File: config.mk
export PLATFORM = sky130hd
export DESIGN_NAME = timed_key_sequence_unlock_flat
export DESIGN_NICKNAME = d
export VERILOG_FILES = /design/src/rtl/core/tksu_pkg.sv /design/src/rtl/core/tksu_if.sv /design/src/rtl/core/tksu_cfg_regs.sv /design/src/rtl/core/tksu_engine.sv /design/src/rtl/core/timed_key_sequence_unlock.sv /design/src/flat_wrapper.sv
export VERILOG_INCLUDE_DIRS = /design/src /design/src/rtl/core
export SDC_FILE = /design/constraint.sdc
export NUM_CORES = 1
export LEC_CHECK = 0
export BUFFER_PORTS_ARGS = -buffer_cell sky130_fd_sc_hd__buf_2
export CAP_MARGIN = 20
export CORE_MARGIN = 1
export CORE_UTILIZATION = 50
export CTS_CLUSTER_DIAMETER = 100
export DETAILED_ROUTE_END_ITERATION = 10
export PLACE_DENSITY_LB_ADDON = 0.3
export SYNTH_ARGS = -nofsm -noshare
export SYNTH_HDL_FRONTEND = slang
export SYNTH_HIERARCHICAL = 1
export SYNTH_SLANG_ARGS = --single-unit
File: constraint.sdc
create_clock -name clk -period 10.49 [get_ports clk]
set_input_delay 0.5245 -clock clk [delete_from_list [all_inputs] [get_ports clk]]
set_output_delay 0.5245 -clock clk [all_outputs]
set_load 0.01 [all_outputs]
File: src/rtl/core/assert_macros.svh
// assertion macros, used by the top-level rtl file
// no dependencies
`ifndef ASSERT_MACROS_SVH
`define ASSERT_MACROS_SVH

// antecedent implies consequent in the same cycle
`define ASSERT_SAME(label, clk, rst_n, ante, cons, msg) \
	label: assert property (@(posedge clk) disable iff (!rst_n) (ante) |-> (cons)) \
		else $error(msg);

// antecedent implies consequent in the following cycle
`define ASSERT_NEXT(label, clk, rst_n, ante, cons, msg) \
	label: assert property (@(posedge clk) disable iff (!rst_n) (ante) |=> (cons)) \
		else $error(msg);

`endif

File: src/rtl/core/tksu_pkg.sv
// types, codes and reset values for the timed key sequence unlock block
// no dependencies
package tksu_pkg;

	localparam int unsigned NUM_REGS  = 8;
	localparam int unsigned CFG_IDX_W = 3;
	localparam int unsigned CFG_W     = 16;
	localparam int unsigned TIME_W    = 32;
	localparam int unsigned SENT_W    = 3;

	// register indexes
	localparam logic [CFG_IDX_W-1:0] REG_KEY_FIRST  = 3'd0;
	localparam logic [CFG_IDX_W-1:0] REG_KEY_SECOND = 3'd1;
	localparam logic [CFG_IDX_W-1:0] REG_KEY_THIRD  = 3'd2;
	localparam logic [CFG_IDX_W-1:0] REG_WIN2_LO    = 3'd3;
	localparam logic [CFG_IDX_W-1:0] REG_WIN2_HI    = 3'd4;
	localparam logic [CFG_IDX_W-1:0] REG_WIN3_LO    = 3'd5;
	localparam logic [CFG_IDX_W-1:0] REG_WIN3_HI    = 3'd6;
	localparam logic [CFG_IDX_W-1:0] REG_NTF_DELAY  = 3'd7;

	// reset values
	localparam logic [CFG_W-1:0] RST_KEY_FIRST  = 16'd1122;
	localparam logic [CFG_W-1:0] RST_KEY_SECOND = 16'd2233;
	localparam logic [CFG_W-1:0] RST_KEY_THIRD  = 16'd3344;
	localparam logic [CFG_W-1:0] RST_WIN_LO     = 16'd500;
	localparam logic [CFG_W-1:0] RST_WIN_HI     = 16'd5000;
	localparam logic [CFG_W-1:0] RST_NTF_DELAY  = 16'd500;

	// phases
	localparam logic [1:0] PH_READY     = 2'd0;
	localparam logic [1:0] PH_ONE       = 2'd1;
	localparam logic [1:0] PH_TWO       = 2'd2;
	localparam logic [1:0] PH_RESETTING = 2'd3;

	// item kinds
	localparam logic CMD_WRITE = 1'b0;
	localparam logic CMD_TICK  = 1'b1;

	localparam logic [SENT_W-1:0] NOTIFY_LIMIT = 3'd4;
	localparam logic [1:0]        LAST_NOTIFY  = 2'd3;

	typedef struct packed {
		logic [CFG_W-1:0] key_first;
		logic [CFG_W-1:0] key_second;
		logic [CFG_W-1:0] key_third;
		logic [CFG_W-1:0] win2_lo;
		logic [CFG_W-1:0] win2_hi;
		logic [CFG_W-1:0] win3_lo;
		logic [CFG_W-1:0] win3_hi;
		logic [CFG_W-1:0] ntf_delay;
	} cfg_t;

	typedef struct packed {
		logic              cmd;
		logic [CFG_W-1:0]  command_code;
		logic [TIME_W-1:0] now_ms;
		logic              disarmed;
	} in_item_t;

	typedef struct packed {
		logic [1:0] unlock_state;
		logic       bootloader_request;
		logic       reset_notify;
		logic [1:0] notify_count;
		logic       system_reset;
	} out_item_t;

endpackage

File: src/rtl/core/tksu_if.sv
// channel interfaces for input events and result items
// depends on tksu_pkg
interface tksu_in_if;
	logic                          valid;
	logic                          ready;
	logic                          cmd;
	logic [tksu_pkg::CFG_W-1:0]    command_code;
	logic [tksu_pkg::TIME_W-1:0]   now_ms;
	logic                          disarmed;

	modport source (output valid, cmd, command_code, now_ms, disarmed, input ready);
	modport sink (input valid, cmd, command_code, now_ms, disarmed, output ready);
endinterface

interface tksu_out_if;
	logic       valid;
	logic       ready;
	logic [1:0] unlock_state;
	logic       bootloader_request;
	logic       reset_notify;
	logic [1:0] notify_count;
	logic       system_reset;

	modport source (output valid, unlock_state, bootloader_request, reset_notify,
		notify_count, system_reset, input ready);
	modport sink (input valid, unlock_state, bootloader_request, reset_notify,
		notify_count, system_reset, output ready);
endinterface

File: src/rtl/core/tksu_cfg_regs.sv
// configuration register file, written through a plain write port
// depends on tksu_pkg
module tksu_cfg_regs (
	input  logic                            clk,
	input  logic                            arst_n,
	input  logic                            wr_en,
	input  logic [tksu_pkg::CFG_IDX_W-1:0] index,
	input  logic [tksu_pkg::CFG_W-1:0]     data,
	output tksu_pkg::cfg_t                  cfg
);

	tksu_pkg::cfg_t cfg_q;

	always_ff @(posedge clk or negedge arst_n) begin
		if (!arst_n) begin
			cfg_q.key_first  <= tksu_pkg::RST_KEY_FIRST;
			cfg_q.key_second <= tksu_pkg::RST_KEY_SECOND;
			cfg_q.key_third  <= tksu_pkg::RST_KEY_THIRD;
			cfg_q.win2_lo    <= tksu_pkg::RST_WIN_LO;
			cfg_q.win2_hi    <= tksu_pkg::RST_WIN_HI;
			cfg_q.win3_lo    <= tksu_pkg::RST_WIN_LO;
			cfg_q.win3_hi    <= tksu_pkg::RST_WIN_HI;
			cfg_q.ntf_delay  <= tksu_pkg::RST_NTF_DELAY;
		end else if (wr_en) begin
			case (index)
				tksu_pkg::REG_KEY_FIRST:  cfg_q.key_first  <= data;
				tksu_pkg::REG_KEY_SECOND: cfg_q.key_second <= data;
				tksu_pkg::REG_KEY_THIRD:  cfg_q.key_third  <= data;
				tksu_pkg::REG_WIN2_LO:    cfg_q.win2_lo    <= data;
				tksu_pkg::REG_WIN2_HI:    cfg_q.win2_hi    <= data;
				tksu_pkg::REG_WIN3_LO:    cfg_q.win3_lo    <= data;
				tksu_pkg::REG_WIN3_HI:    cfg_q.win3_hi    <= data;
				tksu_pkg::REG_NTF_DELAY:  cfg_q.ntf_delay  <= data;
				default: ;
			endcase
		end
	end

	assign cfg = cfg_q;

endmodule

File: src/rtl/core/tksu_engine.sv
// unlock sequence state and the per-event step logic
// depends on tksu_pkg
module tksu_engine (
	input  logic                 clk,
	input  logic                 arst_n,
	input  logic                 step,
	input  tksu_pkg::in_item_t   item,
	input  tksu_pkg::cfg_t       cfg,
	output tksu_pkg::out_item_t  result
);

	logic [1:0]                     phase_q, phase_d;
	logic [tksu_pkg::TIME_W-1:0]    last_cmd_q, last_cmd_d;
	logic [tksu_pkg::TIME_W-1:0]    last_ntf_q, last_ntf_d;
	logic [tksu_pkg::SENT_W-1:0]    sent_q, sent_d;
	logic [tksu_pkg::TIME_W-1:0]    gap;
	logic [tksu_pkg::TIME_W-1:0]    since_ntf;
	logic                           in_win2, in_win3;
	logic                           boot_req, notify, sys_reset;

	// gaps wrap modulo 2^32
	assign gap       = item.now_ms - last_cmd_q;
	assign since_ntf = item.now_ms - last_ntf_q;
	assign in_win2   = (gap > {16'd0, cfg.win2_lo}) && (gap < {16'd0, cfg.win2_hi});
	assign in_win3   = (gap > {16'd0, cfg.win3_lo}) && (gap < {16'd0, cfg.win3_hi});

	always_comb begin
		phase_d    = phase_q;
		last_cmd_d = last_cmd_q;
		last_ntf_d = last_ntf_q;
		sent_d     = sent_q;
		boot_req   = 1'b0;
		notify     = 1'b0;
		sys_reset  = 1'b0;
		if (item.cmd == tksu_pkg::CMD_WRITE) begin
			if (phase_q != tksu_pkg::PH_RESETTING) begin
				last_cmd_d = item.now_ms;
				case (phase_q)
					tksu_pkg::PH_READY: begin
						if (item.command_code == cfg.key_first)
							phase_d = tksu_pkg::PH_ONE;
					end
					tksu_pkg::PH_ONE: begin
						if (item.command_code == cfg.key_second && in_win2)
							phase_d = tksu_pkg::PH_TWO;
						else
							phase_d = tksu_pkg::PH_READY;
					end
					default: begin
						if (item.command_code == cfg.key_third && in_win3 && item.disarmed) begin
							boot_req   = 1'b1;
							sent_d     = '0;
							last_ntf_d = item.now_ms;
							phase_d    = tksu_pkg::PH_RESETTING;
						end else begin
							phase_d = tksu_pkg::PH_READY;
						end
					end
				endcase
			end
		end else if (phase_q == tksu_pkg::PH_RESETTING && sent_q < tksu_pkg::NOTIFY_LIMIT) begin
			if (since_ntf > {16'd0, cfg.ntf_delay}) begin
				last_ntf_d = item.now_ms;
				notify     = 1'b1;
				sent_d     = sent_q + 3'd1;
				sys_reset  = (sent_q[1:0] == tksu_pkg::LAST_NOTIFY);
			end
		end
	end

	always_ff @(posedge clk or negedge arst_n) begin
		if (!arst_n) begin
			phase_q    <= tksu_pkg::PH_READY;
			last_cmd_q <= '0;
			last_ntf_q <= '0;
			sent_q     <= '0;
		end else if (step) begin
			phase_q    <= phase_d;
			last_cmd_q <= last_cmd_d;
			last_ntf_q <= last_ntf_d;
			sent_q     <= sent_d;
		end
	end

	assign result.unlock_state       = phase_d;
	assign result.bootloader_request = boot_req;
	assign result.reset_notify       = notify;
	assign result.notify_count       = notify ? sent_q[1:0] : 2'd0;
	assign result.system_reset       = sys_reset;

endmodule

File: src/rtl/core/timed_key_sequence_unlock.sv
// top level of the timed key sequence unlock block
// depends on tksu_pkg, tksu_if, tksu_cfg_regs, tksu_engine and assert_macros.svh
//
// usage
// - events: valid/ready channel of command writes (cmd 0) and ticks (cmd 1),
//   each stamped with a wrapping millisecond time
// - results: valid/ready channel, exactly one result per event, in order
// - cfg_wr_en/cfg_index/cfg_data write the eight 16-bit registers; write only
//   while no event is in flight
// - an event transferred on events is held in the input register, stepped
//   through the sequence logic into the result register once that is free
//   or being read, and is offered on results from then on
// - one event per cycle sustained while results is ready; the state updates
//   each step, so back-to-back events see each other's effect without bubbles
// - when results stalls, the result register holds and the input register
//   fills; events then wait until a result transfer frees a stage
// - reset clears both stages, returns the sequence to ready with zeroed time
//   stamps and notify count, and restores the register defaults
`include "assert_macros.svh"

module timed_key_sequence_unlock (
	input  logic                            clk,
	input  logic                            arst_n,
	tksu_in_if.sink                         events,
	tksu_out_if.source                      results,
	input  logic                            cfg_wr_en,
	input  logic [tksu_pkg::CFG_IDX_W-1:0] cfg_index,
	input  logic [tksu_pkg::CFG_W-1:0]     cfg_data
);

	tksu_pkg::cfg_t      cfg;
	tksu_pkg::in_item_t  item_in, item_s1;
	tksu_pkg::out_item_t res_comb, res_s2;
	logic                vld_s1, vld_s2;
	logic                adv, take;

	assign item_in.cmd          = events.cmd;
	assign item_in.command_code = events.command_code;
	assign item_in.now_ms       = events.now_ms;
	assign item_in.disarmed     = events.disarmed;

	assign adv           = vld_s1 && (!vld_s2 || results.ready);
	assign events.ready  = !vld_s1 || adv;
	assign take          = events.valid && events.ready;

	tksu_cfg_regs u_cfg (
		.clk    (clk),
		.arst_n (arst_n),
		.wr_en  (cfg_wr_en),
		.index  (cfg_index),
		.data   (cfg_data),
		.cfg    (cfg)
	);

	tksu_engine u_engine (
		.clk    (clk),
		.arst_n (arst_n),
		.step   (adv),
		.item   (item_s1),
		.cfg    (cfg),
		.result (res_comb)
	);

	always_ff @(posedge clk or negedge arst_n) begin
		if (!arst_n) begin
			vld_s1 <= 1'b0;
			vld_s2 <= 1'b0;
		end else begin
			if (take)
				vld_s1 <= 1'b1;
			else if (adv)
				vld_s1 <= 1'b0;
			if (adv)
				vld_s2 <= 1'b1;
			else if (results.ready)
				vld_s2 <= 1'b0;
		end
	end

	always_ff @(posedge clk) begin
		if (take)
			item_s1 <= item_in;
		if (adv)
			res_s2 <= res_comb;
	end

	assign results.valid              = vld_s2;
	assign results.unlock_state       = res_s2.unlock_state;
	assign results.bootloader_request = res_s2.bootloader_request;
	assign results.reset_notify       = res_s2.reset_notify;
	assign results.notify_count       = res_s2.notify_count;
	assign results.system_reset       = res_s2.system_reset;

	`ASSERT_SAME(a_boot_enters_resetting, clk, arst_n,
		vld_s2 && res_s2.bootloader_request,
		res_s2.unlock_state == tksu_pkg::PH_RESETTING, "bootloader request outside resetting")
	`ASSERT_SAME(a_sysreset_on_last_notify, clk, arst_n,
		vld_s2 && res_s2.system_reset,
		res_s2.reset_notify && res_s2.notify_count == tksu_pkg::LAST_NOTIFY,
		"system reset without the fourth notify")
	`ASSERT_SAME(a_notify_only_resetting, clk, arst_n,
		vld_s2 && res_s2.reset_notify,
		res_s2.unlock_state == tksu_pkg::PH_RESETTING && !res_s2.bootloader_request,
		"notify outside resetting")
	`ASSERT_NEXT(a_advance_fills_result, clk, arst_n, adv, vld_s2,
		"stepped event did not reach the result register")

endmodule
File: src/flat_wrapper.sv
// flat-port wrapper written by rule: the top's interface ports become plain ports
module timed_key_sequence_unlock_flat 
  (clk, arst_n, cfg_wr_en, cfg_index, cfg_data, events_valid, events_cmd, events_command_code, events_now_ms, events_disarmed, events_ready, results_valid, results_unlock_state, results_bootloader_request, results_reset_notify, results_notify_count, results_system_reset, results_ready);
  tksu_in_if events_i ();
  tksu_out_if results_i ();
  input  logic clk;
  input  logic arst_n;
  input  logic cfg_wr_en;
  input  logic [tksu_pkg::CFG_IDX_W-1:0] cfg_index;
  input  logic [tksu_pkg::CFG_W-1:0] cfg_data;
  input wire logic [$bits(events_i.valid)-1:0] events_valid;
  input wire logic [$bits(events_i.cmd)-1:0] events_cmd;
  input wire logic [$bits(events_i.command_code)-1:0] events_command_code;
  input wire logic [$bits(events_i.now_ms)-1:0] events_now_ms;
  input wire logic [$bits(events_i.disarmed)-1:0] events_disarmed;
  output wire logic [$bits(events_i.ready)-1:0] events_ready;
  output wire logic [$bits(results_i.valid)-1:0] results_valid;
  output wire logic [$bits(results_i.unlock_state)-1:0] results_unlock_state;
  output wire logic [$bits(results_i.bootloader_request)-1:0] results_bootloader_request;
  output wire logic [$bits(results_i.reset_notify)-1:0] results_reset_notify;
  output wire logic [$bits(results_i.notify_count)-1:0] results_notify_count;
  output wire logic [$bits(results_i.system_reset)-1:0] results_system_reset;
  input wire logic [$bits(results_i.ready)-1:0] results_ready;
  assign events_i.valid = events_valid;
  assign events_i.cmd = events_cmd;
  assign events_i.command_code = events_command_code;
  assign events_i.now_ms = events_now_ms;
  assign events_i.disarmed = events_disarmed;
  assign events_ready = events_i.ready;
  assign results_valid = results_i.valid;
  assign results_unlock_state = results_i.unlock_state;
  assign results_bootloader_request = results_i.bootloader_request;
  assign results_reset_notify = results_i.reset_notify;
  assign results_notify_count = results_i.notify_count;
  assign results_system_reset = results_i.system_reset;
  assign results_i.ready = results_ready;
  timed_key_sequence_unlock u_core (.clk(clk), .arst_n(arst_n), .events(events_i), .results(results_i), .cfg_wr_en(cfg_wr_en), .cfg_index(cfg_index), .cfg_data(cfg_data));
endmodule
# Word-level counts from Yosys, hierarchy flattened

Cells that the tools add are included.

Register bits: 256
Output and inout port bits: 9

Bitwise gates (word level): 2
Eq/ne operators: 17
Add/subtract/negate cells: 3
Mux-type cells: 26
Reduce and logical (&&, ||, !) cells: 31
Order comparisons: 6

Operators by type and width:

| operator              | count |
|---|---|
| $mux W32              | 6 |
| $gt A32 B16 Y1        | 3 |
| $lt A32 B16 Y1        | 2 |
| $sub A32 B32 Y32      | 2 |
| $eq A16 B16 Y1        | 3 |
| $mux W3               | 6 |
| $reduce_and A2 Y1     | 8 |
| $eq A3 B3 Y1 const B  | 4 |
| $mux W2               | 5 |
| $logic_and A1 B1 Y1   | 8 |
| $mux W1               | 8 |
| $reduce_bool A2 Y1    | 4 |
| $eq A3 B2 Y1 const B  | 2 |
| $ne A2 B2 Y1 const B  | 3 |
| $reduce_and A3 Y1     | 2 |
| $reduce_and A6 Y1     | 1 |
| $eq A2 B2 Y1 const B  | 2 |
| $pmux W2 S2           | 1 |
| $reduce_or A4 Y1      | 1 |
| $add A3 B1 Y3 const B | 1 |
| $eq A3 B1 Y1 const B  | 1 |
| $logic_not A3 Y1      | 1 |
| $lt A3 B3 Y1 const B  | 1 |
| $eq A2 B1 Y1 const B  | 1 |
| 6 further kinds       | 9 |

# Depth between registers and ports, before layout

Depth in word-level cells: 9
Mapped depth: 22
Depth with buffers taken out: 21

# Cells and area by module

The synthesis kept the hierarchy.

By module, submodules not included:

| module                    | area an instance (sq um) | instances | cells an instance |
|---|---|---|---|
| tksu_engine               | 9112.5                   | 1         | 1116 |
| tksu_cfg_regs             | 4967.3                   | 1         | 279 |
| timed_key_sequence_unlock | 1815.5                   | 1         | 65 |

# Least setup slack after synthesis

OpenSTA, ideal clock, no wires.

Path type: reg2reg
Start point: register u_core/item_s1[1] (netlist bit)
End point: register u_core/u_engine/last_ntf_q[10] (netlist bit)
Clock period less this slack: 4.711 ns
Buffers on the path: 1
Slack: 5.779 ns
Required time: 10.365 ns
Cell stages (with the launch flop): 20
Library setup time: 0.125 ns
Arrival: 4.586 ns
Cell sequence: edfxtp_1 > inv_1 > ha_1 > fa_1 > nand2b_1 > a21oi_1 > nor2_1 > o41ai_1 > xor2_1 > ha_1 > nand4_1 > nor2_1 > a21oi_1 > o211ai_1 > a31oi_1 > or4_1 > or3_1 > o21ai_4 > buf_6 > mux2_2

Longest elaborated chain between the ends: 7

Ends and longest elaborated chain:

| element                                                 | RTL line                        | RTL |
|---|---|---|
| start, declared                                         | timed_key_sequence_unlock.sv:32 | `tksu_pkg::in_item_t item_in, item_s1;` |
| start signal, assigned                                  | timed_key_sequence_unlock.sv:82 | `item_s1 <= item_in;` |
| $sub A32 B32 Y32                                        | tksu_engine.sv:22               | `assign gap = item.now_ms - last_cmd_q;` |
| $gt A32 B16 Y1 / $lt A32 B16 Y1 (equally long branches) | tksu_engine.sv:25               | `assign in_win3 = (gap > {16'd0, cfg.win3_lo}) && (gap < {16'd0, cfg.win3_hi});` |
| $logic_and A1 B1 Y1                                     | tksu_engine.sv:25               |  |
| $logic_and A1 B1 Y1 (2 in series)                       | tksu_engine.sv:50               | `if (item.command_code == cfg.key_third && in_win3 && item.disarmed) begin` |
| $reduce_bool A2 Y1 (no source line)                     | n/a                             |  |
| $reduce_and A6 Y1 (no source line) (*)                  | n/a                             |  |
| end signal, assigned                                    | tksu_engine.sv:80               | `last_ntf_q <= last_ntf_d;` |
| end, declared                                           | tksu_engine.sv:14               | `logic [tksu_pkg::TIME_W-1:0] last_ntf_q, last_ntf_d;` |

Mark *: on every way between the ends. The rest lies on a longest branch, timed or not.
A chain may end at the register's enable or synchronous reset.

# Final worst setup path

Start point: register u_core/item_s1[1] (netlist bit)
End point: register u_core/u_engine/last_ntf_q[19] (netlist bit)

The elaborated chain is that of the path after synthesis.

==> metrics.csv <==
metric,value,unit
synth_cell_types,78,
critPathSlowestCell,o41ai_1,
ctsHoldBuffers,0,
hold_viol_final,0,
syn_avg_cell_area,10.9,um2
synth_enable_flop_cells,57,
cp_num_buf_inv,2,
track_usage,23.9,%
cp_data_required_time,10.93,ns
clk_pin_slew,0.06,ns
syn_area,15900,um2
final_common_cell,mux2_2,
cts_resized,0,
initial_core_util,51.4,%
clock.fmax,0.174,GHz
ant_nets,0,
fin_crit_sh,54.8,%
syn_inst,1460,
postCtsSetupBuffers,0,
vias_per_cell,5.76,
dp_slack,4.82,ns
grt_pass1_vias,11100,
start_kind,flop,
cts_tree,yes,
finalClockSkew,0.0131,ns
wire_per_inst,19.7,um
worst_setup_path_end_kind,flop,
io_buffers,82,
crit_start,u_core/item_s1[1],
power.density,199,nW/um2
dieHeight,180,um
io_pins,83,
syn_to_final_growth,10.8,%
setup_viol,0,
synth-seq-cells,256,
p_leak,7.83,nW
layout-drive-gt1-share,24.8,%
core,30900,um2
drv_cap,0,
rows,64,
cts.htree.levels,1,
grt_pass1_wl,61900,um
rsz0062_at_grt,no,
yosys_warnings,6,
drtPass1Iterations,5,
cp_top_family,simple AND/OR/NAND/NOR gates,
finalWirelength,38600,um
crit_arrival,6.19,ns
critPathKind,flop to flop,
worst_slack,4.74,ns
dieArea,32500,um2
gp_congestion,0.897,
timing.rr.start,u_core/item_s1[1],
holdWs,0.0131,ns
slew_viol_final,0,
hold_path_class,input port to asynchronous set/reset pin,
async_reset_ff_share,77.7,%
placed_cells,1901,
grt.overflow.total,0,
path_cells,inv_1 > ha_1 > fa_1 > nand2b_1 > a21oi_1 > nor2_1 > o41ai_1 > xor2_1 > ha_1 > nand4_1 > nor2_1 > a21oi_1 > o211ai_1 > a31oi_1 > or4_1 > or3_1 > o21ai_4 > buf_12 > mux2_2,
nets,1753,
cp_max_fo,27,
clockBufferDepth,3,
final_cell_mix,"mux2_2, dfrtp_1, inv_1, ha_1, a21oi_1",
period_needed,5.75,ns
die_x,180,um
antenna_found_initial,1,
cpPeakStageDelay,0.74,ns
routed-via-count,11300,
layout.cells.non_filler,1956,
root_buffer,clkbuf_16,
ir_worst_vdd,0.139,mV
tightest_slew,0.959,ns
post-route-util,57.0,%
outcome,finished clean,
synth_nets,1677,
cts_made_buffers,29,
slew-limit-headroom,35.5,%
setup_tns,0,ns
ys_seq_area_share,42.4,%
synth-main-ff-cell,dfrtp_1,
hpwl,29100,um
clkLatencyLatePin,0.57,ns
drt_iter0_markers,776,
cts_sinks,256,
grt_max_degree,87,
drc_errors,0,
metal layers:
metal | global-route usage (%) | part of all wire, %
met4 | 4.14 | 1.1
met5 | 0 | 0
met1 | 36.1 | 49
met3 | 4.18 | 6.5
met2 | 35.9 | 43
per-stage QoR:
stage	power, W	area (um2)
4_1_cts	0.00351	17600
3_5_place_dp	0.00249	16700
6_report	0.00350	17600
3_3_place_gp	0.00245	16600
2_1_floorplan	0.00216	15900
5_1_grt	0.00371	17600
Yosys cell counts (all sizes together), types with 15 or more instances:
cell,n,share of area (%)
xnor2,50,2.8
xor2,43,2.4
o21ai,51,1.7
inv,151,3.6
a21oi,97,3.1
o21a,15,0.71
ha,141,11
buf,22,1.1
nand2b,20,0.79
nor4,19,0.79
dfstp,42,6.9
dfrtp,157,25
a21o,33,1.6
nand3,23,0.72
nand2,66,1.6
clkbuf,24,0.57
nor2,51,1.2
mux2,190,14
nand4,30,1.2
edfxtp,57,11
report_power, final:
| part | internal (W) | switching [W] |
|---|---|---|
| combinational | 0.000527 | 0.000670 |
| clock | 0.000580 | 0.000418 |
| sequential | 0.00120 | 0.0000987 |
| total | 0.00231 | 0.00119 |
sequential cells by signal (all words and copies together) (netlist names):
register	flops
u_core/item_s1	50
u_core/results.bootloader_request	1
u_core/results.notify_count	2
u_core/results.reset_notify	1
u_core/results.system_reset	1
u_core/results.unlock_state	2
u_core/results.valid	1
u_core/u_cfg/cfg	128
u_core/u_engine/last_cmd_q	32
u_core/u_engine/last_ntf_q	32
u_core/u_engine/phase_q	2
u_core/u_engine/sent_q	3
u_core/vld_s1	1
cell families after synthesis:
logic type | share of synthesized area [%]
AOI/OAI and AO/OA | 11.8
xor gates and xnor gates | 5.12
adders and majority gates | 11.4
buffers and inverters | 5.29
DFF | 42.4
muxes | 14.2
and+or+nand+nor | 9.77
worst paths after layout:
| path | cells past startpoint | endpoint | slack [ns] |
|---|---|---|---|
| worst max-delay path | 19 | u_core/u_engine/last_ntf_q[19] | 4.74 |
| worst min-delay path | 1 | u_core/u_cfg/cfg[98] | 0.01 |
| worst max register to register | 19 | u_core/u_engine/last_ntf_q[19] | 4.74 |
| worst min register to register | 2 | u_core/u_engine/last_cmd_q[0] | 0.50 |
| max in group asynchronous | 2 | u_core/u_cfg/cfg[11] | 9.20 |
| min in group clk | 1 | u_core/item_s1[1] | 0.13 |
layout make-up:
class | count | area, um2
Antenna cell | 1 | 2.50
Clock buffer | 44 | 842
Clock inverter | 10 | 100
Fill cell | 2653 | 13300
Inverter | 151 | 567
Multi-Input combinational cell | 1007 | 8360
Sequential cell | 256 | 6740
Tap cell | 396 | 495
Timing Repair Buffer | 91 | 503
worst reg2reg max path, delay by kind of cell (launching register included):
family	cells	cell delay (ns)
adders and majority gates	3	1.01
DFF	1	0.34
buffers and inverters	2	0.33
xor gates and xnor gates	1	0.32
AOI/OAI and AO/OA	6	1.56
and+or+nand+nor	6	1.70
muxes	1	0.37
No activity file was read; power rests on OpenSTA's default activity.
